### config.mk
export PLATFORM = sky130hd
export DESIGN_NAME = web_div_cell
export DESIGN_NICKNAME = d
export VERILOG_FILES = /design/src/design/web_pkg.sv /design/src/design/web_div_cell.sv
export SDC_FILE = /design/constraint.sdc
export NUM_CORES = 1
export LEC_CHECK = 0
export BUFFER_PORTS_ARGS = -buffer_cell sky130_fd_sc_hd__buf_2
export CAP_MARGIN = 20
export CELL_PAD_IN_SITES_DETAIL_PLACEMENT = 1
export CELL_PAD_IN_SITES_GLOBAL_PLACEMENT = 1
export CORE_ASPECT_RATIO = 0.6
export CORE_MARGIN = 8
export CORE_UTILIZATION = 38
export DETAILED_ROUTE_END_ITERATION = 10
export PLACE_DENSITY = 0.81
export SLEW_MARGIN = 20
export SYNTH_ARGS = -nofsm -noshare
export SYNTH_HDL_FRONTEND = slang
export SYNTH_SLANG_ARGS = --single-unit
### constraint.sdc
create_clock -name clk -period 3.45 [get_ports clk]
set_input_delay 0.345 -clock clk [delete_from_list [all_inputs] [get_ports clk]]
set_output_delay 0.345 -clock clk [all_outputs]
set_load 0.1 [all_outputs]
### src/design/web_pkg.sv
package web_pkg;

  // Register indexes on the configuration port
  localparam logic [2:0] REG_START_TIME   = 3'd0;
  localparam logic [2:0] REG_END_TIME     = 3'd1;
  localparam logic [2:0] REG_START_WEIGHT = 3'd2;
  localparam logic [2:0] REG_END_WEIGHT   = 3'd3;
  localparam logic [2:0] REG_SMOOTHNESS   = 3'd4;

  // What decides the result of a request
  localparam logic [1:0] SEL_RAMP  = 2'd0;
  localparam logic [1:0] SEL_START = 2'd1;
  localparam logic [1:0] SEL_END   = 2'd2;

  // Control that travels alongside every pipeline stage
  typedef struct packed {
    logic       valid;
    logic [1:0] sel;
  } web_ctl_t;

endpackage

### src/design/web_div_cell.sv
module web_div_cell #(
  parameter int RW = 33,
  parameter int QW = 16
) (
  input  logic              clk,
  input  logic              rst,
  input  logic              en,
  input  web_pkg::web_ctl_t ctl_in,
  input  logic [RW-1:0]     r_in,
  input  logic [QW-1:0]     q_in,
  input  logic [RW-1:0]     dv_in,
  output web_pkg::web_ctl_t ctl_out,
  output logic [RW-1:0]     r_out,
  output logic [QW-1:0]     q_out,
  output logic [RW-1:0]     dv_out
);
  import web_pkg::*;

  logic [RW:0]   r2;
  logic [RW:0]   dx;
  logic          ge;
  logic [RW:0]   diff;

  // One restoring step: shift the remainder and try to subtract the divisor.
  assign r2   = {r_in, 1'b0};
  assign dx   = {1'b0, dv_in};
  assign ge   = (r2 >= dx);
  assign diff = r2 - dx;

  always_ff @(posedge clk) begin
    if (rst) begin
      ctl_out <= '0;
    end else if (en) begin
      ctl_out <= ctl_in;
    end
  end

  always_ff @(posedge clk) begin
    if (en) begin
      r_out  <= ge ? diff[RW-1:0] : r2[RW-1:0];
      q_out  <= {q_in[QW-2:0], ge};
      dv_out <= dv_in;
    end
  end

endmodule

Word level (Yosys, flattened, before mapping)
Index checks and enable logic that the tools add are counted.
Widths: inputs -> output; s select.
{ "classes": {"addsub": 1, "multipliers": 0, "div": 0, "n_lt_le_gt_ge": 1, "n_eq_ne": 0, "n_shift": 0, "mux": 1, "n_bitwise": 0, "reduce_logical": 0} }
{ "ops": {"columns": ["cell", "count"], "rows": [
  ["$ge 34x33->1", 1],
  ["$mux 33", 1],
  ["$sub 33x33->33", 1]
]} }
{ "word_totals": {"regBits": 85, "latch_bits": 0, "ram_bits": 0, "rom_bits": 0, "in_bits": 88, "elab_cells": 9, "mem_count": 0} }

Logic depth before layout (Yosys ltp)
Gate-level depths: netlist (run 1).
{ "logic_depth": {"ltp_word": 2, "depth_mapped": 14} }

Worst setup path after synthesis (run 1)
No wires, ideal clock.
{ "synth_path": {"path_type": "input-to-reg", "startpoint": "in dv_in[20]", "endpoint": "reg r_out[12], data pin", "setup_ps": 262, "arrival_ps": 2602, "required_ps": 3188, "slack_ps": 586, "cell_stages": 13, "n_path_buf": 3, "path_cell_list": "inv_1 ha_1 buf_2 and3_1 buf_4 nand2b_1 or4_1 or4_1 o211ai_2 nor3_1 inv_2 buf_6 mux2_1"} }
{ "synth_between": {"elab_chain_cells": 2} }
{ "synth_lines": {"columns": ["element", "line_no", "text"], "rows": [
  ["start, declared", "web_div_cell.sv:11", "input logic [RW-1:0] dv_in,"],
  ["$ge 34x33->1", "web_div_cell.sv:27", "assign ge = (r2 >= dx);"],
  ["$mux 33", "web_div_cell.sv:40", "r_out <= ge ? diff[RW-1:0] : r2[RW-1:0];"],
  ["end signal, assigned", "web_div_cell.sv:40", null],
  ["end, declared", "web_div_cell.sv:13", "output logic [RW-1:0] r_out,"]
]} }
No other way between the ends.
A chain may end at the register's enable or synchronous reset.

Worst setup path after layout (run 1)
{ "layout_path": {"startpoint": "in dv_in[11]", "endpoint": "reg r_out[24], data pin"} }
{ "layout_between": {"elab_chain_cells": 2, "elab_cells_between_ends": 3, "cone_classes": "1 x add/sub; 1 x order compare; 1 x mux"} }
{ "layout_lines": {"columns": ["element", "line_no"], "rows": [
  ["$sub 33x33->33 / $ge 34x33->1 (equally long branches)", "web_div_cell.sv:28, web_div_cell.sv:27"],
  ["$mux 33 *", "web_div_cell.sv:40"]
]} }
Mark *: on every way between the ends. The rest lies on a longest branch, timed or not.

==> metrics.cfg, run 1 <==
[grt]
grtUsageTotal_pct = 19.1
grt_pass1_wl_um = 25900
overflow = 0
first_global_vias = 4635
antenna_found_initial = 0
grt_max_degree = 35

[min_path]
min_from = q_in[12]
whs_endpoint = q_out[13]
worstHoldPathCells = 1
hp-class = input pin to register

[sta]
slew_headroom_pct = 37.3
worst_pin_slew_ns = 0.933
rsz0062_at_grt = false
tns_ns = 0
finalCriticalPeriod_ns = 3.07
hold_viol = 0
fin_crit_sh_pct = 89.0
skew_ns = 0
finalMaxSlewViolations = 0
whs_ns = 0.175
setup_viol = 0
timing.final.ws_setup_ns = 0.379
clock.fmax_mhz = 326

[clocking]
cts_buffers = 9
post_cts_buffers = 0
clkTransAtPathRegs_ns = 0.07
insertion_delay_ns = 0.34
cts_tree = done
clock_sinks = 85
cts-resized-gates = 0
cts_max_level = 3
clock_path_buffers = 2
cts_hold_buf = 0
ctsRootBufferMaster = clkbuf_16

[setup_path]
slowest_stage = nor3_1
crit_arrival_ns = 3.17
cp_max_fo = 4
critPathCaptureType = register
worstSetupPathType = input pin to register
path_buf_inv = 2
reg2regPathDepth = 2
crit_required_ns = 3.55
critPathLaunch = dv_in[11]
critPathTopFamily = compound AO/OA/AOI/OAI gates
critPathMaxStageDelay_ns = 0.79
start_kind = input pin
worstPathCellList = buf_2, inv_1, ha_1, a211oi_1, nor2_1, o311ai_1, a2111oi_0, nor3_1, o21ai_0, xor2_1, mux2_1
r2r_start = ctl_out[1]
worst-r2r-setup-slack_ns = 2.77
rr_endpoint = ctl_out[1]

[final_layout]
area_growth_syn_to_layout_pct = 29.4
multi_input_area_um2 = 2170
final_nets = 776
final_cells = 829
design_area_um2 = 6390
final_core_util_pct = 50.0
n_antenna_cell = 0
fillerInstances = 1498
seqCellArea_um2 = 2520
drive_above_1_share_pct = 32.6

[drt]
firstDrtPassIters = 4
wl_per_cell_um = 20.0
drtIter0Drc = 173
via_per_inst = 5.25
route.detailed.drc = 0
routed_wl_um = 16600
antenna_left = 0
vias = 4355

[floorplanning]
dieWidth_um = 163
boundaryPins = 173
initial_core_util_pct = 38.7
dieArea_um2 = 17000
dieHeight_um = 104
fp-row-count = 32
core_area_um2 = 12800

[logic_synthesis]
synth_edf_count = 82
syn_nets = 587
synth_flop_cell = edfxtp_1
ys_seq_elements = 85
post_synth.cell_area_avg_um2 = 10.6
synth_cell_types = 47
postSynthCellCount = 465
async_reset_ff_share_pct = 0
syn_area_um2 = 4940
synth.area.top_cells = edfxtp_1, ha_1, a21oi_1, nor2_1, xnor2_1
yosys-top-cells-count = edfxtp_1, a21oi_1, nor2_1, inv_1, ha_1
ys_seq_area_share_pct = 51.1
yosysMostFrequentCell = edfxtp_1
synth_top_area_share_pct = 49.8
yosys_warnings = 0
yosys.area.top_type = edfxtp_1

[run]
drv_cap = 0

[placed_design]
dp.cells = 813
dpl_cell_area_um2 = 6090
place_ws_ns = 0.117
io_buffer_count = 171
place.gp.congestion = 0.790
hpwl_um = 13600

[pwr]
p_leak_nw = 2.88
p_total_mw = 3.82
p_per_area_nw_per_um2 = 598
ir_drop_mv = 0.245

[run_status]
outcome = finished, final reports clean

==> worst reg2reg max path, cell delays in order (launching register included) <==
cell and delay [ns]:
dfxtp_1 0.37, mux2i_1 0.10, nor2_1 0.14
==> registers in the layout, summed over array words and instances (netlist names) <==
signal and count:
dv_out 33, r_out 33, q_out 16, ctl_out 3
==> routing by layer <==
| layer | up-vias | GRT usage, % | wire (um) |
|---|---|---|---|
| met5 | - | 0 | 0 |
| met4 | 0 | 3.46 | 140 |
| met3 | 13 | 5.57 | 1450 |
| met2 | 156 | 29.3 | 7040 |
| met1 | 2105 | 26.2 | 7920 |
| li1 | 2081 | - | - |
==> worst max path at each step <==
stage | end | slack [ns] | cells past startpoint
2_1_floorplan | r_out[12] | 0.59 | 13
3_3_place_gp | r_out[24] | 0.17 | 11
3_5_place_dp | r_out[24] | 0.12 | 11
4_1_cts | r_out[24] | 0.45 | 11
5_1_grt | r_out[24] | 0.25 | 11
6_report | r_out[24] | 0.38 | 11
==> placed cells by master (no fill, tap or decap), types with 7 or more instances in the layout <==
cell and instances:
a21o_1 16, a21oi_1 53, buf_2 170, buf_4 22, clkbuf_16 9, edfxtp_1 82
ha_1 33, inv_1 39, mux2_1 7, nand2_1 28, nand3_1 7, nand4_1 9
nor2_1 49, nor3_1 13, o21ai_0 16, xnor2_1 21, xor2_1 7
==> cells by family (layout without fill, tap and decap cells) <==
| group | count (synthesis) | after routing | synth area share (%) |
|---|---|---|---|
| buffers and inverters | 55 | 249 | 5.02 |
| and+or+nand+nor | 127 | 127 | 11.8 |
| AOI/OAI and AO/OA | 123 | 123 | 15.6 |
| muxes | 13 | 13 | 2.81 |
| adders and majority gates | 34 | 34 | 8.76 |
| xor gates and xnor gates | 28 | 28 | 4.96 |
| DFF | 85 | 85 | 51.1 |
==> power breakdown <==
part | internal (mW) | switching, mW | total (mW)
logic | 0.327 | 1.21 | 1.53
clock network | 0.568 | 0.420 | 0.988
registers | 1.27 | 0.0300 | 1.30
==> area by class of cell <==
type	count	area share, %
sequential	85	39.5
tap	170	3.33
multi-input combinational	325	34.0
timing repair buffer	193	16.2
inverter	40	2.35
clock inverter	6	1.10
clock buffer	10	3.58
(Power assumes the default switching activity.)
==> run 2: changes to the inputs <==
--- a/config.mk
+++ b/config.mk
@@ -5,15 +5,16 @@
 export SDC_FILE = /design/constraint.sdc
 export NUM_CORES = 1
 export LEC_CHECK = 0
+export ABC_AREA = 1
 export BUFFER_PORTS_ARGS = -buffer_cell sky130_fd_sc_hd__buf_2
 export CAP_MARGIN = 20
 export CELL_PAD_IN_SITES_DETAIL_PLACEMENT = 1
 export CELL_PAD_IN_SITES_GLOBAL_PLACEMENT = 1
 export CORE_ASPECT_RATIO = 0.6
 export CORE_MARGIN = 8
-export CORE_UTILIZATION = 38
+export CORE_UTILIZATION = 37
 export DETAILED_ROUTE_END_ITERATION = 10
-export PLACE_DENSITY = 0.81
+export PLACE_DENSITY = 0.82
 export SLEW_MARGIN = 20
 export SYNTH_ARGS = -nofsm -noshare
 export SYNTH_HDL_FRONTEND = slang
==> run 2 against run 1 <==
Effect of this change: register-to-register slack improved by 0.10 ns; sequential share of layout area decreased by 4.8 points; die area increased by 19%; critical path type unchanged.
==> metrics.cfg, run 2 <==
[run_status]
outcome = finished, final reports clean

[clocking]
cts_tree = done
clock_sinks = 85
cts_buffers = 9
cts_max_level = 3
cts_hold_buf = 0
ctsRootBufferMaster = clkbuf_16
cts-resized-gates = 0
post_cts_buffers = 0
insertion_delay_ns = 0.34
clock_path_buffers = 2
clkTransAtPathRegs_ns = 0.07

[pwr]
ir_drop_mv = 0.299
p_per_area_nw_per_um2 = 536
power.switching_mw = 1.77
p_leak_nw = 4.07
sequentialPowerShare_pct = 33.2
sw_frac_of_total_pct = 45.3
p_int_mw = 2.14
combPwrFrac_pct = 40.6
clkPwrFrac_pct = 26.3

[grt]
overflow = 0
antenna_found_initial = 0
grt_max_degree = 61
grt_pass1_wl_um = 30900
first_global_vias = 5773
grtUsageTotal_pct = 19.2

[logic_synthesis]
postSynthCellCount = 811
synth_cell_types = 28
syn_nets = 933
synth_top_area_share_pct = 41.8
synth.area.top_cells = edfxtp_1, nand2_1, inv_1, ha_1, nand3_1
yosys_warnings = 0
yosys-top-cells-count = nand2_1, inv_1, edfxtp_1, nand3_1, nor2_1
yosys.area.top_type = edfxtp_1
syn_area_um2 = 5890
synth_flop_cell = edfxtp_1
yosysMostFrequentCell = nand2_1
post_synth.cell_area_avg_um2 = 7.26
ys_seq_elements = 85
ys_seq_area_share_pct = 42.8
synth_edf_count = 82
async_reset_ff_share_pct = 0

[setup_path]
critPathMaxStageDelay_ns = 0.40
path_buf_inv = 3
critPathCaptureType = register
slowest_stage = ha_1
crit_arrival_ns = 2.55
crit_required_ns = 3.67
critPathTopFamily = simple AND/OR/NAND/NOR gates
worstPathCellList = buf_2, inv_1, ha_1, nand2_1, nor2_1, nand2_1, nor2_1, nand2_1, nand3_2, a21oi_4, buf_4, nand2_4, nand2_1, nand2_1
worstSetupPathType = input pin to register
cp_common_cell = nand2_1
cp_max_fo = 33
start_kind = input pin

[sta]
hold_viol = 0
slew_headroom_pct = 48.1
timing.final.ws_setup_ns = 1.12
finalMaxSlewViolations = 0
worst_pin_slew_ns = 0.779
setup_viol = 0
finalCriticalPeriod_ns = 2.33
rsz0062_at_grt = false
clock.fmax_mhz = 429
whs_ns = 0.169
fin_crit_sh_pct = 67.5
tns_ns = 0
skew_ns = 0

[floorplanning]
fp-row-count = 35
dieWidth_um = 179
boundaryPins = 173
dieArea_um2 = 20300
initial_core_util_pct = 38.1
dieHeight_um = 114
core_area_um2 = 15500

[drt]
wl_per_cell_um = 16.4
vias = 5599
antenna_left = 0
drtIter0Drc = 289
route.detailed.drc = 0
via_per_inst = 4.68
routed_wl_um = 19700
firstDrtPassIters = 4

[final_layout]
n_antenna_cell = 0
area_growth_syn_to_layout_pct = 23.7
fillerInstances = 2051
layout_common_cells = nand2_1, inv_1, buf_2
multi_input_area_um2 = 2650
design_area_um2 = 7280
final_nets = 1111
layout_commonest_cell = nand2_1
final_cells = 1197
reg_top3 = dv_out: 33 flops, r_out: 33 flops, q_out: 16 flops
seqCellArea_um2 = 2520
drive_above_1_share_pct = 21.2

[run]
drv_cap = 0

[min_path]
hp-class = input pin to register

[placed_design]
hpwl_um = 16300
io_buffer_count = 171
place.gp.congestion = 0.882
dp.cells = 1181
place_ws_ns = 0.730
dpl_cell_area_um2 = 6970

==> run 2: cell count changes in the layout (fill, tap and decap cells not counted), moves of 6 or more <==
cell / change
nand2_1: +303
inv_1: +132
nand3_1: +49
a21oi_1: -29
xnor2_1: -20
buf_4: -16
o21ai_0: -16
a21o_1: -15
and2_1: +7
mux2_1: -7
xor2_1: +7
mux2i_1: -6
nor3_1: -6
==> run 2: metal layers <==
| layer | GRT usage [%] | wire [um] |
|---|---|---|
| met5 | 0 | 0 |
| met4 | 2.47 | 95 |
| met1 | 27.9 | 9860 |
| met3 | 5.71 | 1860 |
| met2 | 28.1 | 7850 |
==> run 2: area by class of cell <==
type | instances | area share, %
clock inverter | 7 | 1.12
tap | 203 | 3.49
timing repair buffer | 176 | 12.3
sequential | 85 | 34.6
clock buffer | 9 | 3.09
inverter | 175 | 9.02
multi-input combinational | 542 | 36.3
==> run 2: worst paths after layout <==
check	start	end	slack, ns	cells past startpoint
setup reg to reg	ctl_out[1]	ctl_out[1]	2.87	2
hold reg to reg	ctl_out[2]	ctl_out[2]	0.46	2
hold / removal	q_in[4]	q_out[5]	0.17	1
setup / recovery	dv_in[20]	r_out[14]	1.12	14
==> run 2: power by group through the flow <==
| stage | clock network (mW) | logic [mW] | registers (mW) |
|---|---|---|---|
| floorplan | 0 | 0.447 | 2.11 |
| global placement | 0 | 1.56 | 1.31 |
| detailed placement | 0 | 1.58 | 1.32 |
| CTS | 1.05 | 1.59 | 1.30 |
| global route | 1.08 | 1.69 | 1.31 |
| finish | 1.02 | 1.58 | 1.29 |
==> run 2: through the flow <==
| step | total power [mW] | util [%] |
|---|---|---|
| floorplan | 2.55 | - |
| global route | 4.07 | 47.1 |
| detailed placement | 2.90 | 45.1 |
| finish | 3.90 | 47.1 |
| global placement | 2.86 | 45.1 |
| CTS | 3.93 | 47.1 |
==> run 2: cells by family (layout without fill, tap and decap cells) <==
logic type / after synthesis / after routing / share of synthesized area (%)
AOI/OAI and AO/OA: 28 / 28 / 2.70
buffers and inverters: 184 / 367 / 12.2
and+or+nand+nor: 465 / 465 / 32.6
xor gates and xnor gates: 15 / 15 / 2.23
DFF: 85 / 85 / 42.8
adders and majority gates: 34 / 34 / 7.35
==> run 2: worst register-to-register path: cells and delay by family (launching register included) <==
family	cells	cell delay, ns
compound gates	1	0.12
flops	1	0.34
simple gates	1	0.06
