**src/design/web_pkg.sv**
```systemverilog
package web_pkg;

  // Register indexes on the configuration port
  localparam logic [2:0] REG_START_TIME   = 3'd0;
  localparam logic [2:0] REG_END_TIME     = 3'd1;
  localparam logic [2:0] REG_START_WEIGHT = 3'd2;
  localparam logic [2:0] REG_END_WEIGHT   = 3'd3;
  localparam logic [2:0] REG_SMOOTHNESS   = 3'd4;

  // What decides the result of a request
  localparam logic [1:0] SEL_RAMP  = 2'd0;
  localparam logic [1:0] SEL_START = 2'd1;
  localparam logic [1:0] SEL_END   = 2'd2;

  // Control that travels alongside every pipeline stage
  typedef struct packed {
    logic       valid;
    logic [1:0] sel;
  } web_ctl_t;

endpackage

```
**src/design/web_blend.sv**
```systemverilog
module web_blend #(
  parameter int FB = 16
) (
  input  logic              clk,
  input  logic              rst,
  input  logic              en,
  input  web_pkg::web_ctl_t ctl_in,
  input  logic [FB-1:0]     x_in,
  input  logic [FB:0]       start_weight,
  input  logic [FB:0]       end_weight,
  input  logic [FB:0]       smoothness,
  output web_pkg::web_ctl_t ctl_out,
  output logic [FB:0]       weight
);
  import web_pkg::*;

  localparam logic [FB:0] ONE     = {1'b1, {FB{1'b0}}};
  localparam logic [FB:0] LIN_MAX = (FB+1)'(((1 << FB) - 1) / 10000);

  web_ctl_t ctl_a, ctl_b, ctl_c, ctl_d, ctl_e, ctl_f;

  logic          es;
  logic [FB:0]   diff;

  logic [FB-1:0]   a_x;
  logic [2*FB:0]   a_linp;
  logic [2*FB-1:0] a_sq;
  logic [2*FB:0]   linp_c;
  logic [2*FB-1:0] sq_c;

  logic [FB-1:0]   b_x2;
  logic [2*FB-1:0] b_x3p;
  logic [FB:0]     b_lin;
  logic [2*FB-1:0] x3p_c;

  logic [FB:0]     c_h;
  logic [FB:0]     c_lin;
  logic [FB-1:0]   x3_c;
  logic [FB+1:0]   h_raw;

  logic [2*FB+1:0] d_qp;
  logic [FB:0]     d_lin;
  logic [2*FB+1:0] qp_c;

  logic [FB:0]     e_quad;
  logic [FB:0]     e_lin;

  logic [2*FB+1:0] f_mq;
  logic [2*FB+1:0] f_ml;
  logic [FB:0]     f_lin;
  logic [2*FB+1:0] mq_c;
  logic [2*FB+1:0] ml_c;
  logic [FB:0]     m_inv;

  logic [2*FB+2:0] sum_c;
  logic [FB:0]     mix_c;
  logic [FB:0]     w_next;

  // Direction and span of the ramp between the two weights
  assign es   = (end_weight >= start_weight);
  assign diff = es ? (end_weight - start_weight) : (start_weight - end_weight);

  assign linp_c = diff * x_in;
  assign sq_c   = x_in * x_in;
  assign x3p_c  = a_sq[2*FB-1:FB] * a_x;
  assign x3_c   = b_x3p[2*FB-1:FB];
  assign h_raw  = ({2'b00, b_x2} << 1) + {2'b00, b_x2} - ({2'b00, x3_c} << 1);
  assign qp_c   = diff * c_h;
  assign m_inv  = ONE - smoothness;
  assign mq_c   = smoothness * e_quad;
  assign ml_c   = m_inv * e_lin;
  assign sum_c  = {1'b0, f_mq} + {1'b0, f_ml};
  assign mix_c  = sum_c[2*FB:FB];

  // Final selection: held weights, pure linear ramp, or the mix.
  always_comb begin
    case (ctl_f.sel)
      SEL_START: w_next = start_weight;
      SEL_END:   w_next = end_weight;
      SEL_RAMP:  w_next = (smoothness <= LIN_MAX) ? f_lin : mix_c;
      default:   w_next = start_weight;
    endcase
  end

  // Control valid bits of every stage
  always_ff @(posedge clk) begin
    if (rst) begin
      ctl_a   <= '0;
      ctl_b   <= '0;
      ctl_c   <= '0;
      ctl_d   <= '0;
      ctl_e   <= '0;
      ctl_f   <= '0;
      ctl_out <= '0;
    end else if (en) begin
      ctl_a   <= ctl_in;
      ctl_b   <= ctl_a;
      ctl_c   <= ctl_b;
      ctl_d   <= ctl_c;
      ctl_e   <= ctl_d;
      ctl_f   <= ctl_e;
      ctl_out <= ctl_f;
    end
  end

  // Arithmetic stages, at most one multiplier level each
  always_ff @(posedge clk) begin
    if (en) begin
      // Linear product and x squared
      a_x    <= x_in;
      a_linp <= linp_c;
      a_sq   <= sq_c;
      // Linear ramp and x cubed product
      b_x2   <= a_sq[2*FB-1:FB];
      b_x3p  <= x3p_c;
      b_lin  <= es ? (start_weight + a_linp[2*FB:FB])
                   : (start_weight - a_linp[2*FB:FB]);
      // Smoothstep shape, capped at one
      c_h    <= (h_raw > {1'b0, ONE}) ? ONE : h_raw[FB:0];
      c_lin  <= b_lin;
      // Cubic ramp product
      d_qp   <= qp_c;
      d_lin  <= c_lin;
      // Cubic ramp
      e_quad <= es ? (start_weight + d_qp[2*FB:FB])
                   : (start_weight - d_qp[2*FB:FB]);
      e_lin  <= d_lin;
      // Mix products
      f_mq   <= mq_c;
      f_ml   <= ml_c;
      f_lin  <= e_lin;
      // Output register
      weight <= w_next;
    end
  end

endmodule

```
**config.mk**
```make
export PLATFORM = sky130hd
export DESIGN_NAME = web_blend
export DESIGN_NICKNAME = d
export VERILOG_FILES = /design/src/design/web_pkg.sv /design/src/design/web_blend.sv
export SDC_FILE = /design/constraint.sdc
export NUM_CORES = 2
export LEC_CHECK = 0
export ABC_AREA = 1
export CORE_MARGIN = 5
export CORE_UTILIZATION = 60
export CTS_BUF_LIST = sky130_fd_sc_hd__clkbuf_16
export DETAILED_ROUTE_END_ITERATION = 8
export DONT_BUFFER_PORTS = 1
export PLACE_DENSITY = 0.82
export SLEW_MARGIN = 20
export SYNTH_ARGS = -nofsm -noshare
export SYNTH_HDL_FRONTEND = slang
export SYNTH_SLANG_ARGS = --single-unit
```
**constraint.sdc**
```tcl
create_clock -name clk -period 9.2 [get_ports clk]
set_input_delay 1.84 -clock clk [delete_from_list [all_inputs] [get_ports clk]]
set_output_delay 1.84 -clock clk [all_outputs]
set_load 0.005 [all_outputs]
```
### Word level (Yosys, flattened, before mapping)

Cells that the tools add are included.

| storage, ports and cells | value |
|---|---|
| logic and storage cells | 56 |
| input port bits | 73 |
| output and inout bits | 20 |
| register bits | 385 |

| operators by class | value |
|---|---|
| reduce and logical (&&, ||, !) cells | 1 |
| equal/unequal tests | 1 |
| muxes and demuxes | 5 |
| multiply operators | 6 |
| magnitude comparators | 3 |
| add/sub/neg operators | 10 |

Operators with widths:

| kind | count |
|---|---|
| multiplier 17 x 17 -> 33 bit | 3 |
| 2-to-1 mux 17 bit | 4 |
| subtractor 17 bit | 4 |
| multiplier 16 x 16 -> 32 bit | 2 |
| adder 17 bit | 2 |
| one-hot mux 17 bit (2 select lines) | 1 |
| adder 33 bit | 1 |
| multiplier 17 x 16 -> 33 bit | 1 |
| adder 17 x 16 -> 18 bit | 1 |
| greater-than comparator 18 x 17 -> 1 bit, second input constant | 1 |
| subtractor 18 x 17 -> 18 bit | 1 |
| greater-or-equal comparator 17 bit | 1 |
| <= comparator 17 x 3 -> 1 bit, second input constant | 1 |
| subtractor 17 bit, first input constant | 1 |
| equality test 2 bit, second input constant | 1 |
| logical NOT 2 bit | 1 |

### Depth between registers and ports, before layout

| logic depth | value |
|---|---|
| depth after elaboration | 3 |
| mapped depth | 41 |

### Worst setup path before layout

No wires, ideal clock.

| timing path | value |
|---|---|
| path type | input port to flip-flop |
| from | input port smoothness[1] |
| to | register f_ml[29] (data pin) |
| setup time | 259 ps |
| cell stages on the path | 38 |
| arrival time | 8159 ps |
| slack | 783 ps |
| required time | 8941 ps |
| path buffers | 2 |
| path through | clkbuf_1 buf_1 inv_1 ha_1 nand2_1 nor2_1 inv_1 nor2_1 inv_1 nor2_1 inv_1 o21ai_0 o21ai_0 inv_1 nand2_1 fa_1 inv_1 fa_1 [2 not listed] inv_1 fa_1 inv_1 fa_1 inv_1 fa_1 ha_1 a21oi_1 inv_1 a31oi_1 nand2_1 a21boi_0 nor2_1 nand2_1 nand2_1 nand2_1 nand2_1 xor2_1 |

| between the ends | value |
|---|---|
| cells in the longest elaborated chain, start to end | 2 |

Ends and longest elaborated chain:

| what | RTL line | text |
|---|---|---|
| from (decl) | web_blend.sv:11 | `input logic [FB:0] smoothness,` |
| subtractor 17 bit | web_blend.sv:69 | `assign m_inv = ONE - smoothness;` |
| multiplier 17 x 17 -> 33 bit | web_blend.sv:71 | `assign ml_c = m_inv * e_lin;` |
| named net ml_c[29] | web_blend.sv:52 | `logic [2*FB+1:0] ml_c;` |
| to (signal assigned) | web_blend.sv:130 | `f_ml <= ml_c;` |
| to (decl) | web_blend.sv:49 | `logic [2*FB+1:0] f_ml;` |

The timed path passes the listed nets, and every way through them passes these cells.
A chain may end at the register's enable or synchronous reset.

### Worst setup path in the final report

| timing path | value |
|---|---|
| from | input port start_weight[0] |
| to | register d_qp[29] (data pin) |

| between the ends | value |
|---|---|
| cells in the longest elaborated chain, start to end | 3 |
| elaborated cells on any way between the ends | 5 |

Ends and longest elaborated chain:

| what | RTL line | text |
|---|---|---|
| from (decl) | web_blend.sv:9 | `input logic [FB:0] start_weight,` |
| subtractor 17 bit or greater-or-equal comparator 17 bit (tied branches) | web_blend.sv:61, web_blend.sv:60 |  |
| 2-to-1 mux 17 bit (*) | web_blend.sv:61 | `assign diff = es ? (end_weight - start_weight) : (start_weight - end_weight);` |
| multiplier 17 x 17 -> 33 bit (*) | web_blend.sv:68 | `assign qp_c = diff * c_h;` |
| named net qp_c[29] | web_blend.sv:43 | `logic [2*FB+1:0] qp_c;` |
| to (signal assigned) | web_blend.sv:122 | `d_qp <= qp_c;` |
| to (decl) | web_blend.sv:41 | `logic [2*FB+1:0] d_qp;` |

Mark *: on every way through the listed nets, which the timed path passes. The rest lies on a longest branch.

==> impl.org <==
** Synthesis
- Yosys mapped a number of flops with a built-in enable equal to 300.
- After technology mapping, the gate count stands at between 8000 and 9000.
- #FFs+latches synth :: 321
- Counting flops with an async set or reset pin after synthesis yields a share of 0.
- Largest area contributor in the netlist :: sky130_fd_sc_hd__fa_1
- Ranking of synthesized cells by area :: sky130_fd_sc_hd__fa_1 36%, sky130_fd_sc_hd__ha_1 13%, sky130_fd_sc_hd__edfxtp_1 13%, sky130_fd_sc_hd__inv_1 12%, sky130_fd_sc_hd__nand2_1 9.7%
- The number of different library cells used by synthesis comes to 63.
- Avg Cell Area, Syn :: just over 8 um^2
- Of the post-synthesis cell area, the dominant cell type holds 0.3565.
- The number of nets handed over by synthesis was between 10000 and 15000.
- Most used DFF post-synth :: sky130_fd_sc_hd__edfxtp_1
- For this run, the register share of the synthesized area comes to 0.1343.
- Post-Synthesis Cell Area :: between 70000 and 80000 um^2
- Yosys warnings :: 0

** Final layout
- Once layout is complete, the cells apart from fillers number about 9800.
- Most frequent standard cell in the layout excluding fill and tap cells :: sky130_fd_sc_hd__inv_1
- Of the cells placed in the final design, the portion with a size suffix greater than 1 is 0.03036.
- Compared with the post-synthesis result, the final layout area differs by 3.619%.
- Commonest cells after routing, fill and taps aside :: 2230 x sky130_fd_sc_hd__inv_1, 1811 x sky130_fd_sc_hd__nand2_1, 1250 x sky130_fd_sc_hd__fa_1, 727 x sky130_fd_sc_hd__ha_1, 540 x sky130_fd_sc_hd__nor2_1
- In the final design database the tool counted around 10000 nets.

** Critical path
- The critical path contains buffers and inverters numbering 7 combined.
- Required time at the endpoint of the critical path :: roughly 9.5 ns
- Sort of element at the end of the critical path :: register
- Register-to-register setup slack :: between 2 and 2.5 ns
- Critical-path top delay cell :: sky130_fd_sc_hd__fa_1
- On the critical path the largest part of the delay comes from adder cells.
- The number of cells on the worst reg-to-reg path is 22.
- STA classifies the critical path startpoint as a primary input.
- CP peak stage delay :: approximately 0.57 ns
- Crit Path Max Fanout :: 18
- The worst register-to-register path begins at e_quad[2].
- Capturing point of the worst reg2reg path :: f_mq[29]
- Data arrival time of the worst path :: around 9.1 ns
- The critical path is of the in -> reg type.

** Place
- The HPWL after detailed placement is between 150000 and 200000 um.
- Placed Cells incl. Taps :: just under 10000
- Input/output buffers :: 0
- Placer Congestion :: around 1

** Timing
- Total negative slack :: 0 ns
- Crit path time final :: between 8 and 9 ns
- Slew at the pin closest to its max-slew limit :: 1.191 ns
- Setup repair after global routing left no endpoint under its margin.
- Setup violations remaining at the end of the flow were counted as 0.
- Max-slew headroom at the worst pin :: 0.2061
- Max-slew violation total from the final report :: 0
- Post-route fraction of the period consumed by the critical path :: 0.9503
- Across the routed clock network, the largest skew measured is ~0.037 ns.
- Endpoints failing hold :: 0
- Top achievable clock speed :: between 100 and 150 MHz

** CTS
- CTS tree :: yes
- Sinks on Clock Net :: about 320
- Number of buffers inserted for hold repair after clock tree synthesis :: 0
- Number of buffers inserted during clock tree synthesis :: 40
- Buffer type at the clock tree root :: sky130_fd_sc_hd__clkbuf_16
- Clock transition time at the flip-flop clock pins of the worst setup and hold paths :: 0.06 ns
- The clock passes through at most 3 buffers.
- CTS H-tree depth :: 2
- The clock reaches the later pin of the worst-skew pair after roughly 0.61 ns.
- Once the clock tree was built, the resizer swapped 0 gates to a different size.
- In this run the post-CTS setup repair buffer count came out at 0.

** Route
- Post-DR vias/cell :: around 5.7
- In this run, the number of DRC markers left after iteration 0 of detailed routing was 4923.
- Wirelength per Cell :: 20.04 um
- For this run, the detailed router's first-pass iteration total came to 6.
- Post-route ant nets :: 0
- After detailed routing, the number of remaining DRC violations is 0.
- The routed layout has 55780 vias.
- For this block, the routed nets add up to ~200000 um of wire.

** Floorplan
- DIE AREA :: between 100000 and 150000 um^2
- The region available for standard cell placement spans 116200 um^2.
- The floorplan has 125 rows.
- Ports placed on the boundary :: 93
- Floorplan die width :: ~350 um
- The initial utilization of the core area, before any placement, comes to 0.6040.
- Measured along the y axis, the die boundary spans between 300 and 400 um.

** Run status
- Outcome :: finished, final reports clean

** GRT
- Global-route wire length before repair :: approximately 310000 um
- For met2 alone, demand over resource in global routing was 0.5078.
- Number of global-route vias before repair :: 58970
- GRT busiest layer :: met2
- Entering global routing, the biggest net connects around 320 pins.
- In the global route stage, met3 resource usage came out at 0.08569.
- Total routing usage reported by global routing :: 0.3197
- Met1 track utilization from global routing :: 0.4182
- Summed over all layers, the global routing overflow is 0.
- Antenna violations before repair :: 7

** Min path
- The tightest min-delay check is of the reg -> reg type.
- The path with the worst hold slack has its endpoint at d_lin[1].
- Count of cells along the worst hold path :: 0
- The worst hold path begins at c_lin[1].

** Flow run
- Across the run, the number of max-cap violations was 0.
-- stage by stage --
stage	hold WS [ns]	worst slack, ns	utilization	instance area [um^2]
floorplan	0.4003	0.7825	-	70190
global placement	0.4015	0.1387	0.6143	71380
detailed placement	0.4045	0.007353	0.6143	71380
CTS	0.3891	0.6140	0.6258	72720
global route	0.4135	0.0003100	0.6258	72720
finish	0.3928	0.4575	0.6259	72730
-- final cells by class --
type | instances | area, um^2
fill | 9648 | 43470
clock buffer | 41 | 1026
clock inverter | 33 | 315.3
tap | 1524 | 1907
antenna | 3 | 7.507
timing repair buffer | 80 | 663.1
inverter | 2255 | 8474
sequential | 321 | 9429
multi-input combinational | 5570 | 50910
-- logic make-up after synthesis --
| kind of cell | share of synthesized area |
|---|---|
| simple gates | 0.1492 |
| buf+inv | 0.1404 |
| fa+ha+maj | 0.4861 |
| compound gates | 0.05948 |
| flops | 0.1343 |
| xor+xnor | 0.03055 |
-- per-layer routing --
| layer | up-vias | wire [um] |
|---|---|---|
| li1 | 24710 | - |
| met3 | 637 | 23140 |
| met4 | 6 | 9334 |
| met5 | - | 36 |
| met2 | 3064 | 88940 |
| met1 | 27360 | 75460 |
-- cell usage after synthesis (4+ instances only) --
library cell	number
sky130_fd_sc_hd__fa_1	1250
sky130_fd_sc_hd__nand3_1	111
sky130_fd_sc_hd__nor3_1	47
sky130_fd_sc_hd__buf_2	30
sky130_fd_sc_hd__o21ai_1	19
sky130_fd_sc_hd__dfxtp_1	21
sky130_fd_sc_hd__xor2_1	164
sky130_fd_sc_hd__edfxtp_1	300
sky130_fd_sc_hd__nand2_1	1811
sky130_fd_sc_hd__inv_1	2226
sky130_fd_sc_hd__nor2_2	12
sky130_fd_sc_hd__o22ai_1	4
sky130_fd_sc_hd__or2_2	11
sky130_fd_sc_hd__nand2_2	21
sky130_fd_sc_hd__a221oi_1	9
sky130_fd_sc_hd__inv_2	18
sky130_fd_sc_hd__clkinv_1	7
sky130_fd_sc_hd__buf_4	20
sky130_fd_sc_hd__a31oi_1	45
sky130_fd_sc_hd__nor2_4	13
sky130_fd_sc_hd__nor2_1	540
sky130_fd_sc_hd__buf_1	23
sky130_fd_sc_hd__nand2_4	7
sky130_fd_sc_hd__o31ai_1	5
sky130_fd_sc_hd__a211oi_1	8
sky130_fd_sc_hd__o21ai_0	145
sky130_fd_sc_hd__inv_4	4
sky130_fd_sc_hd__ha_1	727
sky130_fd_sc_hd__o21ai_2	4
sky130_fd_sc_hd__o221ai_1	15
sky130_fd_sc_hd__a21oi_1	344
sky130_fd_sc_hd__nor4_1	17
sky130_fd_sc_hd__nand4_1	21
sky130_fd_sc_hd__o211ai_1	19
sky130_fd_sc_hd__a21o_1	34
sky130_fd_sc_hd__clkbuf_1	223
sky130_fd_sc_hd__o21bai_1	27
sky130_fd_sc_hd__a21boi_0	12
sky130_fd_sc_hd__buf_6	12
sky130_fd_sc_hd__and3_1	4
sky130_fd_sc_hd__o21a_1	18
sky130_fd_sc_hd__xnor2_1	79
-- worst max path at each step --
stage / start / end / slack [ns] / cells past startpoint
3_3_place_gp: start_weight[2] / a_linp[18] / 0.14 / 32
4_1_cts: end_weight[0] / d_qp[29] / 0.61 / 33
5_1_grt: start_weight[2] / d_qp[29] / 0.0003 / 32
2_1_floorplan: smoothness[1] / f_ml[29] / 0.78 / 38
3_5_place_dp: start_weight[0] / d_qp[29] / 0.007 / 32
6_report: start_weight[0] / d_qp[29] / 0.46 / 32
-- registers in the layout (all words and copies together), names as in the netlist, 17 cells and up --
register / flops
f_ml: 33
b_lin: 17
c_lin: 17
d_qp: 17
d_lin: 17
c_h: 17
e_quad: 17
f_lin: 17
a_linp: 17
f_mq: 33
weight: 17
e_lin: 17
Power is left out: the tool's default activity adds up to more than one toggle a clock period on the data nets, which glitch-free logic cannot reach.
