--- config.mk ---
export PLATFORM = sky130hd
export DESIGN_NAME = web_cfg
export DESIGN_NICKNAME = d
export VERILOG_FILES = /design/src/design/web_pkg.sv /design/src/design/web_cfg.sv
export SDC_FILE = /design/constraint.sdc
export NUM_CORES = 1
export LEC_CHECK = 0
export BUFFER_PORTS_ARGS = -buffer_cell sky130_fd_sc_hd__buf_4
export CAP_MARGIN = 20
export CORE_ASPECT_RATIO = 0.8
export CORE_MARGIN = 8
export CORE_UTILIZATION = 45
export DETAILED_ROUTE_END_ITERATION = 10
export PLACE_DENSITY = 0.76
export SLEW_MARGIN = 20
export SYNTH_ARGS = -nofsm -noshare
export SYNTH_HDL_FRONTEND = slang
export SYNTH_SLANG_ARGS = --single-unit
--- constraint.sdc ---
create_clock -name clk -period 1.48 [get_ports clk]
set_clock_uncertainty 0.2 [all_clocks]
set_input_delay 0.074 -clock clk [delete_from_list [all_inputs] [get_ports clk]]
set_output_delay 0.074 -clock clk [all_outputs]
set_load 0.005 [all_outputs]
--- src/design/web_pkg.sv ---
package web_pkg;

  // Register indexes on the configuration port
  localparam logic [2:0] REG_START_TIME   = 3'd0;
  localparam logic [2:0] REG_END_TIME     = 3'd1;
  localparam logic [2:0] REG_START_WEIGHT = 3'd2;
  localparam logic [2:0] REG_END_WEIGHT   = 3'd3;
  localparam logic [2:0] REG_SMOOTHNESS   = 3'd4;

  // What decides the result of a request
  localparam logic [1:0] SEL_RAMP  = 2'd0;
  localparam logic [1:0] SEL_START = 2'd1;
  localparam logic [1:0] SEL_END   = 2'd2;

  // Control that travels alongside every pipeline stage
  typedef struct packed {
    logic       valid;
    logic [1:0] sel;
  } web_ctl_t;

endpackage

--- src/design/web_cfg.sv ---
module web_cfg #(
  parameter int TW     = 32,
  parameter int FB     = 16,
  parameter int DATA_W = 32,
  parameter int ADDR_W = 5
) (
  input  logic              clk,
  input  logic              rst,
  input  logic              psel,
  input  logic              penable,
  input  logic              pwrite,
  input  logic [ADDR_W-1:0] paddr,
  input  logic [DATA_W-1:0] pwdata,
  output logic [DATA_W-1:0] prdata,
  output logic              pready,
  output logic [TW-1:0]     start_time,
  output logic [TW-1:0]     end_time,
  output logic [FB:0]       start_weight,
  output logic [FB:0]       end_weight,
  output logic [FB:0]       smoothness
);
  import web_pkg::*;

  localparam int ASH = (DATA_W > 32) ? 3 : 2;
  localparam logic [FB:0] ONE = {1'b1, {FB{1'b0}}};

  logic [2:0]  idx;
  logic        wr;
  logic [FB:0] wval;

  assign pready = 1'b1;
  assign idx    = paddr[ADDR_W-1:ASH];
  assign wr     = psel && penable && pwrite && pready;

  // Weights keep only the low FB+1 bits of the write data; values above one there are taken as one.
  assign wval = (pwdata[FB:0] > ONE) ? ONE : pwdata[FB:0];

  // Register writes
  always_ff @(posedge clk) begin
    if (rst) begin
      start_time   <= '0;
      end_time     <= '0;
      start_weight <= ONE;
      end_weight   <= ONE;
      smoothness   <= '0;
    end else if (wr) begin
      case (idx)
        REG_START_TIME:   start_time   <= pwdata[TW-1:0];
        REG_END_TIME:     end_time     <= pwdata[TW-1:0];
        REG_START_WEIGHT: start_weight <= wval;
        REG_END_WEIGHT:   end_weight   <= wval;
        REG_SMOOTHNESS:   smoothness   <= wval;
        default: ;
      endcase
    end
  end

  // Register reads; times come back sign-extended.
  always_comb begin
    case (idx)
      REG_START_TIME:   prdata = DATA_W'($signed(start_time));
      REG_END_TIME:     prdata = DATA_W'($signed(end_time));
      REG_START_WEIGHT: prdata = DATA_W'(start_weight);
      REG_END_WEIGHT:   prdata = DATA_W'(end_weight);
      REG_SMOOTHNESS:   prdata = DATA_W'(smoothness);
      default:          prdata = '0;
    endcase
  end

endmodule

# ---- Word-level counts from Yosys, hierarchy flattened
# Index checks and enable logic that the tools add are counted.
dict set report op_classes {
  n_lt_le_gt_ge 1
  eq_ne 4
  mux 2
  n_reduce_logical 8
}
# cell count
set ops {}
lappend ops {{one-hot mux 32 bit (5 select lines)} 1}
lappend ops {{> comparator 17 bit, second input constant} 1}
lappend ops {{2-to-1 mux 17 bit} 1}
lappend ops {{AND reduction 2 bit} 5}
lappend ops {{== test 3 x 2 -> 1 bit, second input constant} 2}
lappend ops {{== test 3 x 1 -> 1 bit, second input constant} 1}
lappend ops {{== test 3 bit, second input constant} 1}
lappend ops {{zero test 3 bit} 1}
lappend ops {{logical AND 1 bit} 2}
dict set report word_totals {
  register_bits 115
  out_inout_bits 148
  word_cells 20
}

# ---- Logic depth before layout (Yosys ltp)
# Gate-level depths: netlist of the first run.
dict set report depth {
  word_depth 3
  ltp_mapped 6
}

# ---- Worst setup path before layout of the first run
# No wires, ideal clock.
dict set report synth_path {
  kind {input-to-output}
  from {input port paddr[2]}
  to {output port prdata[5]}
  t_arrival_ns 1.194
  setup_slack_ns 0.012
  path_stages 6
  n_path_buf 3
  cell_sequence {buf_2 buf_4 buf_4 mux2_2 a22oi_1 o22ai_1}
}
dict set report synth_between {
  elab_chain_len 2
}
# element line_no
set synth_lines {}
lappend synth_lines {{start: declaration} web_cfg.sv:12} ;# input logic [ADDR_W-1:0] paddr,
lappend synth_lines {{== test 3 bit (tied with other cells)} web_cfg.sv:60} ;# case (idx)
lappend synth_lines {{one-hot mux 32 bit (5 select lines) (*)} web_cfg.sv:60}
lappend synth_lines {{end: declaration} web_cfg.sv:14} ;# output logic [DATA_W-1:0] prdata,
# Every way passes the cells marked *; elsewhere a longest branch is shown, timed or not.

# ---- Final worst setup path of the first run
dict set report layout_path {
  from {register start_weight[5]}
  to {output port prdata[5]}
}
dict set report layout_between {
  elab_chain_len 1
}
# element line_no
set layout_lines {}
lappend layout_lines {{start: declaration} web_cfg.sv:18} ;# output logic [FB:0] start_weight,
lappend layout_lines {{start signal: assignment} web_cfg.sv:50} ;# REG_START_WEIGHT: start_weight <= wval;
lappend layout_lines {{one-hot mux 32 bit (5 select lines)} web_cfg.sv:60}
# Every way passes these cells.

==> flow_summary.json, run 1 <==
{
  "grt_pass1_wl_mm": 28.6,
  "postSynthCellCount": 544,
  "cp_slowest_cell": "dfxtp_2",
  "leakagePower_nw": 3.99,
  "failed_checks": "setup timing",
  "yosysMostFrequentCell": "nand2_1",
  "fillCellCount": 825,
  "antenna_found_initial": 0,
  "synthTopCellsByArea": "dfxtp_1 44%, mux2i_1 22%, nand2_1 9.3%, a22oi_1 4.6%, mux2_2 3.4%",
  "viasPerCell": 5.56,
  "postLayoutSetupSlackWorst_ns": -0.179,
  "htree_levels": 4,
  "routed_wirelength_mm": 18.6,
  "area_growth_pct": 59.1,
  "cts_buffer_depth": 2,
  "cts.clk_slew.worst_paths_ns": 0.05,
  "combPwrFrac_pct": 8.1,
  "p_switching_w": 0.00167,
  "cts_inserted_buffers": 17,
  "cp_cell_sequence": "mux2_4 -> a22oi_2 -> o22ai_1 -> buf_4",
  "powerDensity_nw_per_um2": 947,
  "switching_share_pct": 21.1,
  "grt_use_total_pct": 23.3,
  "worstSkewPairLatency_ns": 0.40,
  "core-area_um2": 11400,
  "worstSetupPathType": "flop to output port",
  "fin_crit_ns": 1.66,
  "synth_area_leader_cell": "dfxtp_1",
  "overflow": 0,
  "syn_area_per_cell_um2": 9.62,
  "grt_max_degree": 55,
  "async_reset_ff_share_pct": 0,
  "wl_per_cell_um": 19.4,
  "rsz0062_at_grt": "yes",
  "ioPinCount": 190,
  "route.detailed.drc": 0,
  "fmax_ghz": 0.603,
  "synth_edf_count": 0,
  "synth_area_um2": 5230,
  "rows": 35,
  "drive_gt1_share_pct": 42.7,
  "worstSetupEndpointType": "output port",
  "arrival_ns": 1.38,
  "ir_worst_vdd_uv": 688,
  "place_congestion": 0.797,
  "nets": 840,
  "p_total_w": 0.00789,
  "drt_pass1_iterations": 6,
  "dieWidth_um": 137,
  "yosysTopAreaCellShare_pct": 44.0,
  "ys_seq_area_share_pct": 44.0,
  "worstPathMaxFanout": 3,
  "clock-sinks": 115,
  "hp-class": "primary input to flop",
  "antenna_cells": 0,
  "grt_pass1_vias": 5514,
  "p_int_w": 0.00622,
  "fin_setup_tns_ns": -2.55,
  "slowest_delay_ns": 0.33,
  "p_clk_share_pct": 52.1,
  "antenna_left": 0,
  "yosys_warnings": 0,
  "dieHeight_um": 112,
  "vias": 5314,
  "cts_tree": "yes",
  "synth_flop_cell": "dfxtp_1",
  "dieArea_um2": 15400,
  "worst_setup_path_start_kind": "flop",
  "start_util_pct": 45.8,
  "ys_types": 33,
  "status": "complete, but fails checks",
  "postSynthNetCount": 586,
  "setup_violations": 17,
  "slew_viol_final": 0,
  "synth_common_cells": "130 x nand2_1, 115 x dfxtp_1, 114 x mux2i_1",
  "hpwlAfterDp_mm": 12.5,
  "cts_root_buf": "clkbuf_16",
  "drt_iter0_drc": 364,
  "cap_violations": 0,
  "seq_power_share_pct": 39.8,
  "critPathRequiredTime_ns": 1.21,
  "ys_seq_elements": 115,
  "finalHoldViolations": 0,
  "min_period_over_period_pct": 112,
  "portBuffers": 186
}
-- layout make-up --
type	instances	area, µm²	area share [%]
repair buffers	284	2390	28.7
inverters	2	10.0	0.120
flip-flops and latches	115	2340	28.1
well taps	148	185	2.22
clock buffers	24	492	5.90
multi-input cells	378	2810	33.8
clock inverters	5	100	1.20
-- critical path, delay by kind of cell (launching register included) --
kind,cells,cell delay [ns]
AOI/OAI and AO/OA,2,0.22
muxes,1,0.28
buffers and inverters,1,0.16
DFF,1,0.33
-- cell families (layout without fill, tap and decap cells) --
group	Yosys count	after routing	synth area share (%)
other cells	1	1	0.0717
mux	130	130	25.2
buf+inv	51	315	4.88
compound gates	67	67	9.95
simple gates	180	180	15.9
flops	115	115	44.0
-- power groups by stage --
stage                     Clock, W  Combinational, W  Sequential (W)
after floorplan                  0          0.000259         0.00320
after global placement           0          0.000516         0.00320
after detailed placement         0          0.000529         0.00320
after CTS                  0.00415          0.000631         0.00313
after global routing       0.00432          0.000681         0.00313
final                      0.00411          0.000641         0.00314
-- metal layers --
metal	global-route usage [%]	share of wire, %	vias up	wire length, µm
li1	-	-	2445	-
met1	28.6	40	2583	7480
met5	0	0	-	0
met3	6.29	9.4	32	1750
met2	38.2	48	254	8950
met4	8.62	2.1	0	384
-- metrics by stage --
stage / setup WS [ns] / hold slack [ns] / std cells / instance area (µm²) / util [%]
3_5_place_dp: -0.00952 / 0.112 / 864 / 6980 / 61.1
4_1_cts: -0.175 / 0.00189 / 955 / 8300 / 72.6
3_3_place_gp: 0.0135 / 0.106 / 864 / 6980 / 61.1
2_1_floorplan: 0.0116 / -0.000205 / 544 / 5230 / -
5_1_grt: -0.239 / 0.0267 / 956 / 8330 / 72.9
6_report: -0.179 / 0.0201 / 956 / 8330 / 72.9
-- sequential cells by signal, summed over array words and instances (netlist names) --
register,count
end_time,32
start_time,32
end_weight,17
smoothness,17
start_weight,17
-- worst paths after layout --
check	to	startpoint	cells past startpoint	slack (ns)
max	prdata[5]	start_weight[5]	4	-0.18
min	start_time[7]	paddr[3]	4	0.02
max reg2reg	start_weight[2]	start_weight[2]	3	0.37
min reg2reg	end_weight[7]	end_weight[7]	2	0.28
-- cell usage in the layout, fill, tap and decap left out, types with 2 or more instances in the layout --
cell type      count
clkbuf_1           3
nor2_1            18
bufinv_16          3
a22oi_2           16
mux2i_1          114
nor2b_1            2
buf_6              3
dlygate4sd3_1     36
clkbuf_16         17
a22oi_1           16
mux2_2             3
dfxtp_1           83
nand2_1          130
nand3b_1          16
and3_1             2
a32o_1            16
dfxtp_2           32
buf_12            12
o22ai_1           15
mux2_4            13
clkinv_2           2
buf_4            232
nand3_1            2
clkbuf_8           4
-- repair_timing --
action                                  4_1_cts  5_1_grt
buffers inserted                             25        1
resized for setup                            59        7
pin swaps                                    22        5
endpoints found under the setup margin       17       23
endpoints found under the hold margin       112        0
hold buffers                                 37        0
No activity file was read; power rests on OpenSTA's default activity.
==> inputs of run 2 (changes only) <==
- PLACE_DENSITY: 0.76 -> 0.83
==> run 2 against run 1 <==
Against the previous run: the run still ends with setup timing left; fmax decreased by 0.11%; routed wire length increased by 4.3%; non-clock buffer count increased by 1; sequential power about the same; critical endpoint is now prdata[12].
==> flow_summary.json, run 2 (synthesis results as in run 1) <==
{
  "status": "complete, but fails checks",
  "failed_checks": "setup timing",
  "arrival_ns": 1.39,
  "cap_violations": 0,
  "grt_use_total_pct": 23.6,
  "ir_worst_vdd_uv": 674,
  "rsz0062_at_grt": "yes",
  "overflow": 0,
  "routed_wirelength_mm": 19.4,
  "cts.clk_slew.worst_paths_ns": 0.05,
  "p_clk_share_pct": 52.3,
  "grt_max_degree": 94,
  "grt_pass1_wl_mm": 28.8,
  "drive_gt1_share_pct": 44.1,
  "cts_tree": "yes",
  "fmax_ghz": 0.602,
  "seq_power_share_pct": 39.4,
  "cts_root_buf": "clkbuf_16",
  "finalHoldViolations": 0,
  "grt_pass1_vias": 5551,
  "p_total_w": 0.00796,
  "powerDensity_nw_per_um2": 952,
  "slew_viol_final": 0,
  "clock-sinks": 115,
  "fillCellCount": 788,
  "rows": 35,
  "fin_area_um2": 8360,
  "leakagePower_nw": 4.00,
  "dieArea_um2": 15400,
  "worstSetupEndpointType": "output port",
  "dpl_cell_area_um2": 6970,
  "worst_setup_path_start_kind": "flop",
  "portBuffers": 186,
  "htree_levels": 4,
  "dieWidth_um": 137,
  "cts_buffer_depth": 2,
  "layout_common_cells": "240 x buf_4, 130 x nand2_1, 114 x mux2i_1",
  "antenna_left": 0,
  "vias": 5359,
  "core-area_um2": 11400,
  "place_congestion": 0.790,
  "worstSetupPathType": "flop to output port",
  "min_period_over_period_pct": 112,
  "ioPinCount": 190,
  "regArea_um2": 2340,
  "top_regs": "end_time (32), start_time (32)",
  "drt_pass1_iterations": 7,
  "fin_crit_ns": 1.66,
  "worstPathMaxFanout": 2,
  "hp-class": "primary input to flop",
  "critPathRequiredTime_ns": 1.21,
  "dpl_worst_slack_ns": -0.0480,
  "wl_per_cell_um": 20.2,
  "area_growth_pct": 59.7,
  "hpwlAfterDp_mm": 12.7,
  "mostFrequentLayoutCell": "buf_4",
  "combPwrFrac_pct": 8.3,
  "worstSkewPairLatency_ns": 0.41,
  "route.detailed.drc": 0,
  "final_util_pct": 73.1,
  "nets": 841,
  "multi_input_area_um2": 2840,
  "cts_inserted_buffers": 17,
  "dieHeight_um": 112,
  "p_switching_w": 0.00177,
  "switching_share_pct": 22.3,
  "drt_iter0_drc": 470,
  "antenna_found_initial": 1,
  "postLayoutSetupSlackWorst_ns": -0.181,
  "setup_violations": 17,
  "start_util_pct": 45.8,
  "p_int_w": 0.00618,
  "viasPerCell": 5.58
}
[run 2: worst max-delay path: stages (launching register included)]
cell and delay (ns):
dfxtp_2 0.33, mux2_4 0.27, a22oi_2 0.12, o22ai_1 0.10, buf_4 0.15
[run 2: cell type report]
type	instances	share of cell area [%]
Multi-Input combinational cell	378	34.0
Timing Repair Buffer	285	28.4
Sequential cell	115	28.0
Clock buffer	21	5.63
Tap cell	148	2.22
Clock inverter	10	1.57
Inverter	2	0.120
Antenna cell	1	0.0299
[run 2: power by group through the flow]
stage	sequential, W	combinational (W)	clock (W)
6_report	0.00313	0.000661	0.00416
5_1_grt	0.00313	0.000695	0.00435
4_1_cts	0.00313	0.000617	0.00419
3_5_place_dp	0.00320	0.000525	0
3_3_place_gp	0.00320	0.000510	0
2_1_floorplan	0.00320	0.000259	0
[run 2: path summary, 6_finish.rpt]
path	from	end	slack [ns]	cells past startpoint
max	end_weight[12]	prdata[12]	-0.18	4
min	paddr[3]	smoothness[9]	0.10	5
max reg2reg	start_weight[14]	start_weight[14]	0.49	2
min reg2reg	start_time[30]	start_time[30]	0.27	2
[run 2: routing by layer]
metal / global-route usage [%] / part of all wire [%] / wire (µm) / vias to the layer above
met5: 0 / 0 / 0 / -
met4: 11.5 / 2.2 / 419 / 0
met2: 38.4 / 49 / 9510 / 273
li1: - / - / - / 2441
met3: 7.05 / 8.5 / 1650 / 37
met1: 27.8 / 40 / 7790 / 2608
[run 2: through the flow]
| step | cells | TNS [ns] | hold WS, ns |
|---|---|---|---|
| 2_1_floorplan | 544 | 0 | -0.000205 |
| 3_3_place_gp | 869 | 0 | 0.108 |
| 3_5_place_dp | 869 | -0.411 | 0.115 |
| 4_1_cts | 955 | -2.87 | 0.0864 |
| 5_1_grt | 960 | -3.32 | 0.112 |
| 6_report | 960 | -2.64 | 0.102 |
[run 2: what timing repair did]
item | CTS | global route
pin swaps | 15 | 10
setup buffers | 21 | 2
endpoints found under the setup margin | 17 | 43
gates resized for setup | 49 | 22
hold endpoints to repair | 112 | 0
hold buffers | 34 | 0
gates cloned | 0 | 2
==> inputs of run 3 (changes only) <==
- PLACE_DENSITY: 0.83 -> not set
- PLACE_DENSITY_LB_ADDON: not set -> 0.1
- SKIP_LAST_GASP: not set -> 1
==> run 3 against run 2 <==
Against the previous run: the run still ends with setup timing left; routed wire length shrank 9.0%; combinational power is 4.7% lower; clock power fell by 7.2%; via count down 3.3%; worst setup slack worse by 0.0062 ns; critical path type unchanged; critical endpoint is now prdata[7]; largest power group unchanged.
==> flow_summary.json, run 3 (synthesis results as in run 1) <==
{
  "r2r_slack_ns": 0.48,
  "rows": 35,
  "r2r_end": "start_weight[3]",
  "ff2ff_path_depth": 2,
  "htree_levels": 4,
  "fin_area_um2": 8250,
  "postLayoutSetupSlackWorst_ns": -0.187,
  "fin_crit_ns": 1.67,
  "fillCellCount": 842,
  "drive_gt1_share_pct": 43.8,
  "whs_path_depth": 5,
  "grt_pass1_wl_mm": 27.5,
  "cts_inserted_buffers": 17,
  "arrival_ns": 1.39,
  "dp.cells": 872,
  "cap_violations": 0,
  "mostFrequentLayoutCell": "buf_4",
  "slew_viol_final": 0,
  "setup_violations": 17,
  "worstSkewPairLatency_ns": 0.40,
  "cp-startpoint": "end_weight[7]",
  "cts_buffer_depth": 2,
  "ir_worst_vdd_uv": 673,
  "top_regs": "end_time (32), start_time (32)",
  "area_growth_pct": 57.7,
  "min-delay-start": "penable",
  "start_util_pct": 45.8,
  "powerDensity_nw_per_um2": 924,
  "worstHoldEndpoint": "start_weight[16]",
  "worstPathMaxFanout": 3,
  "worstSetupPathType": "flop to output port",
  "cts_tree": "yes",
  "dieArea_um2": 15400,
  "hold_ws_ns": 0.0752,
  "rsz0062_at_grt": "yes",
  "core-area_um2": 11400,
  "grt_use_total_pct": 22.5,
  "drt_pass1_iterations": 5,
  "failed_checks": "setup timing",
  "dpl_cell_area_um2": 7000,
  "fmax_ghz": 0.600,
  "r2r_start": "start_weight[3]",
  "fin_cells": 961,
  "place_congestion": 0.813,
  "clock-sinks": 115,
  "worstSetupEndpointType": "output port",
  "routed_wirelength_mm": 17.6,
  "antenna_found_initial": 0,
  "hp-class": "primary input to flop",
  "viasPerCell": 5.39,
  "finalHoldViolations": 0,
  "nets": 843,
  "critPathRequiredTime_ns": 1.21,
  "ioPinCount": 190,
  "dieHeight_um": 112,
  "hpwlAfterDp_mm": 12.5,
  "leakagePower_nw": 3.96,
  "wl_per_cell_um": 18.4,
  "grt_max_degree": 67,
  "antenna_cells": 0,
  "route.detailed.drc": 0,
  "multi_input_area_um2": 2810,
  "overflow": 0,
  "portBuffers": 186,
  "drt_iter0_drc": 354,
  "antenna_left": 0,
  "layout_common_cells": "244 x buf_4, 130 x nand2_1, 114 x mux2i_1",
  "cts.clk_slew.worst_paths_ns": 0.05,
  "worst_setup_path_start_kind": "flop",
  "status": "complete, but fails checks",
  "min_period_over_period_pct": 113,
  "dieWidth_um": 137,
  "cts_root_buf": "clkbuf_16",
  "vias": 5183,
  "grt_pass1_vias": 5229,
  "regArea_um2": 2340
}
run 3: final cells by class:
class	instances	area share, %
multi-input cells	378	34.1
well taps	148	2.24
clock inverters	11	1.36
repair buffers	287	28.5
flip-flops and latches	115	28.4
inverters	2	0.121
clock buffers	20	5.41
run 3: worst max path at each step:
stage,slack (ns),to,cells past startpoint
floorplan,0.01,prdata[5],6
detailed placement,-0.02,start_weight[10],5
global placement,0.004,start_weight[8],5
global route,-0.23,prdata[7],4
CTS,-0.17,prdata[13],4
finish,-0.19,prdata[7],4
run 3: timing repair:
| action | in CTS | in global routing |
|---|---|---|
| setup endpoints to repair | 17 | 49 |
| gates resized for setup | 48 | 13 |
| hold endpoints to repair | 112 | 2 |
| hold buffers | 33 | 1 |
| setup buffers | 24 | 1 |
| pin swaps | 24 | 14 |
run 3: through the flow:
stage	utilization, %	setup TNS [ns]	total power (W)	setup WS (ns)
floorplan	-	0	0.00346	0.0116
detailed placement	61.2	-0.0814	0.00373	-0.0200
global placement	61.2	0	0.00371	0.00410
CTS	71.6	-3.36	0.00763	-0.168
finish	72.2	-2.57	0.00762	-0.187
global route	72.2	-3.45	0.00787	-0.231
run 3: layer usage:
metal,GRT usage (%),up-vias,routed length (µm)
li1,-,2444,-
met1,27.9,2512,7490
met2,36.5,202,8380
met3,7.32,25,1480
met4,6.50,0,289
met5,0,-,0
run 3: power by group:
group	internal (W)	switching [W]	total (W)	leakage (nW)
clock network	0.00249	0.00137	0.00386	0.271
logic	0.000304	0.000326	0.000630	2.74
registers	0.00312	0.0000161	0.00313	0.940
total	0.00591	0.00171	0.00762	3.96
run 3: worst max-delay path, cell delays in order (launching register included):
cell and delay, ns:
dfxtp_1 0.32, mux2_2 0.28, a22oi_2 0.15, o22ai_1 0.09, buf_4 0.15
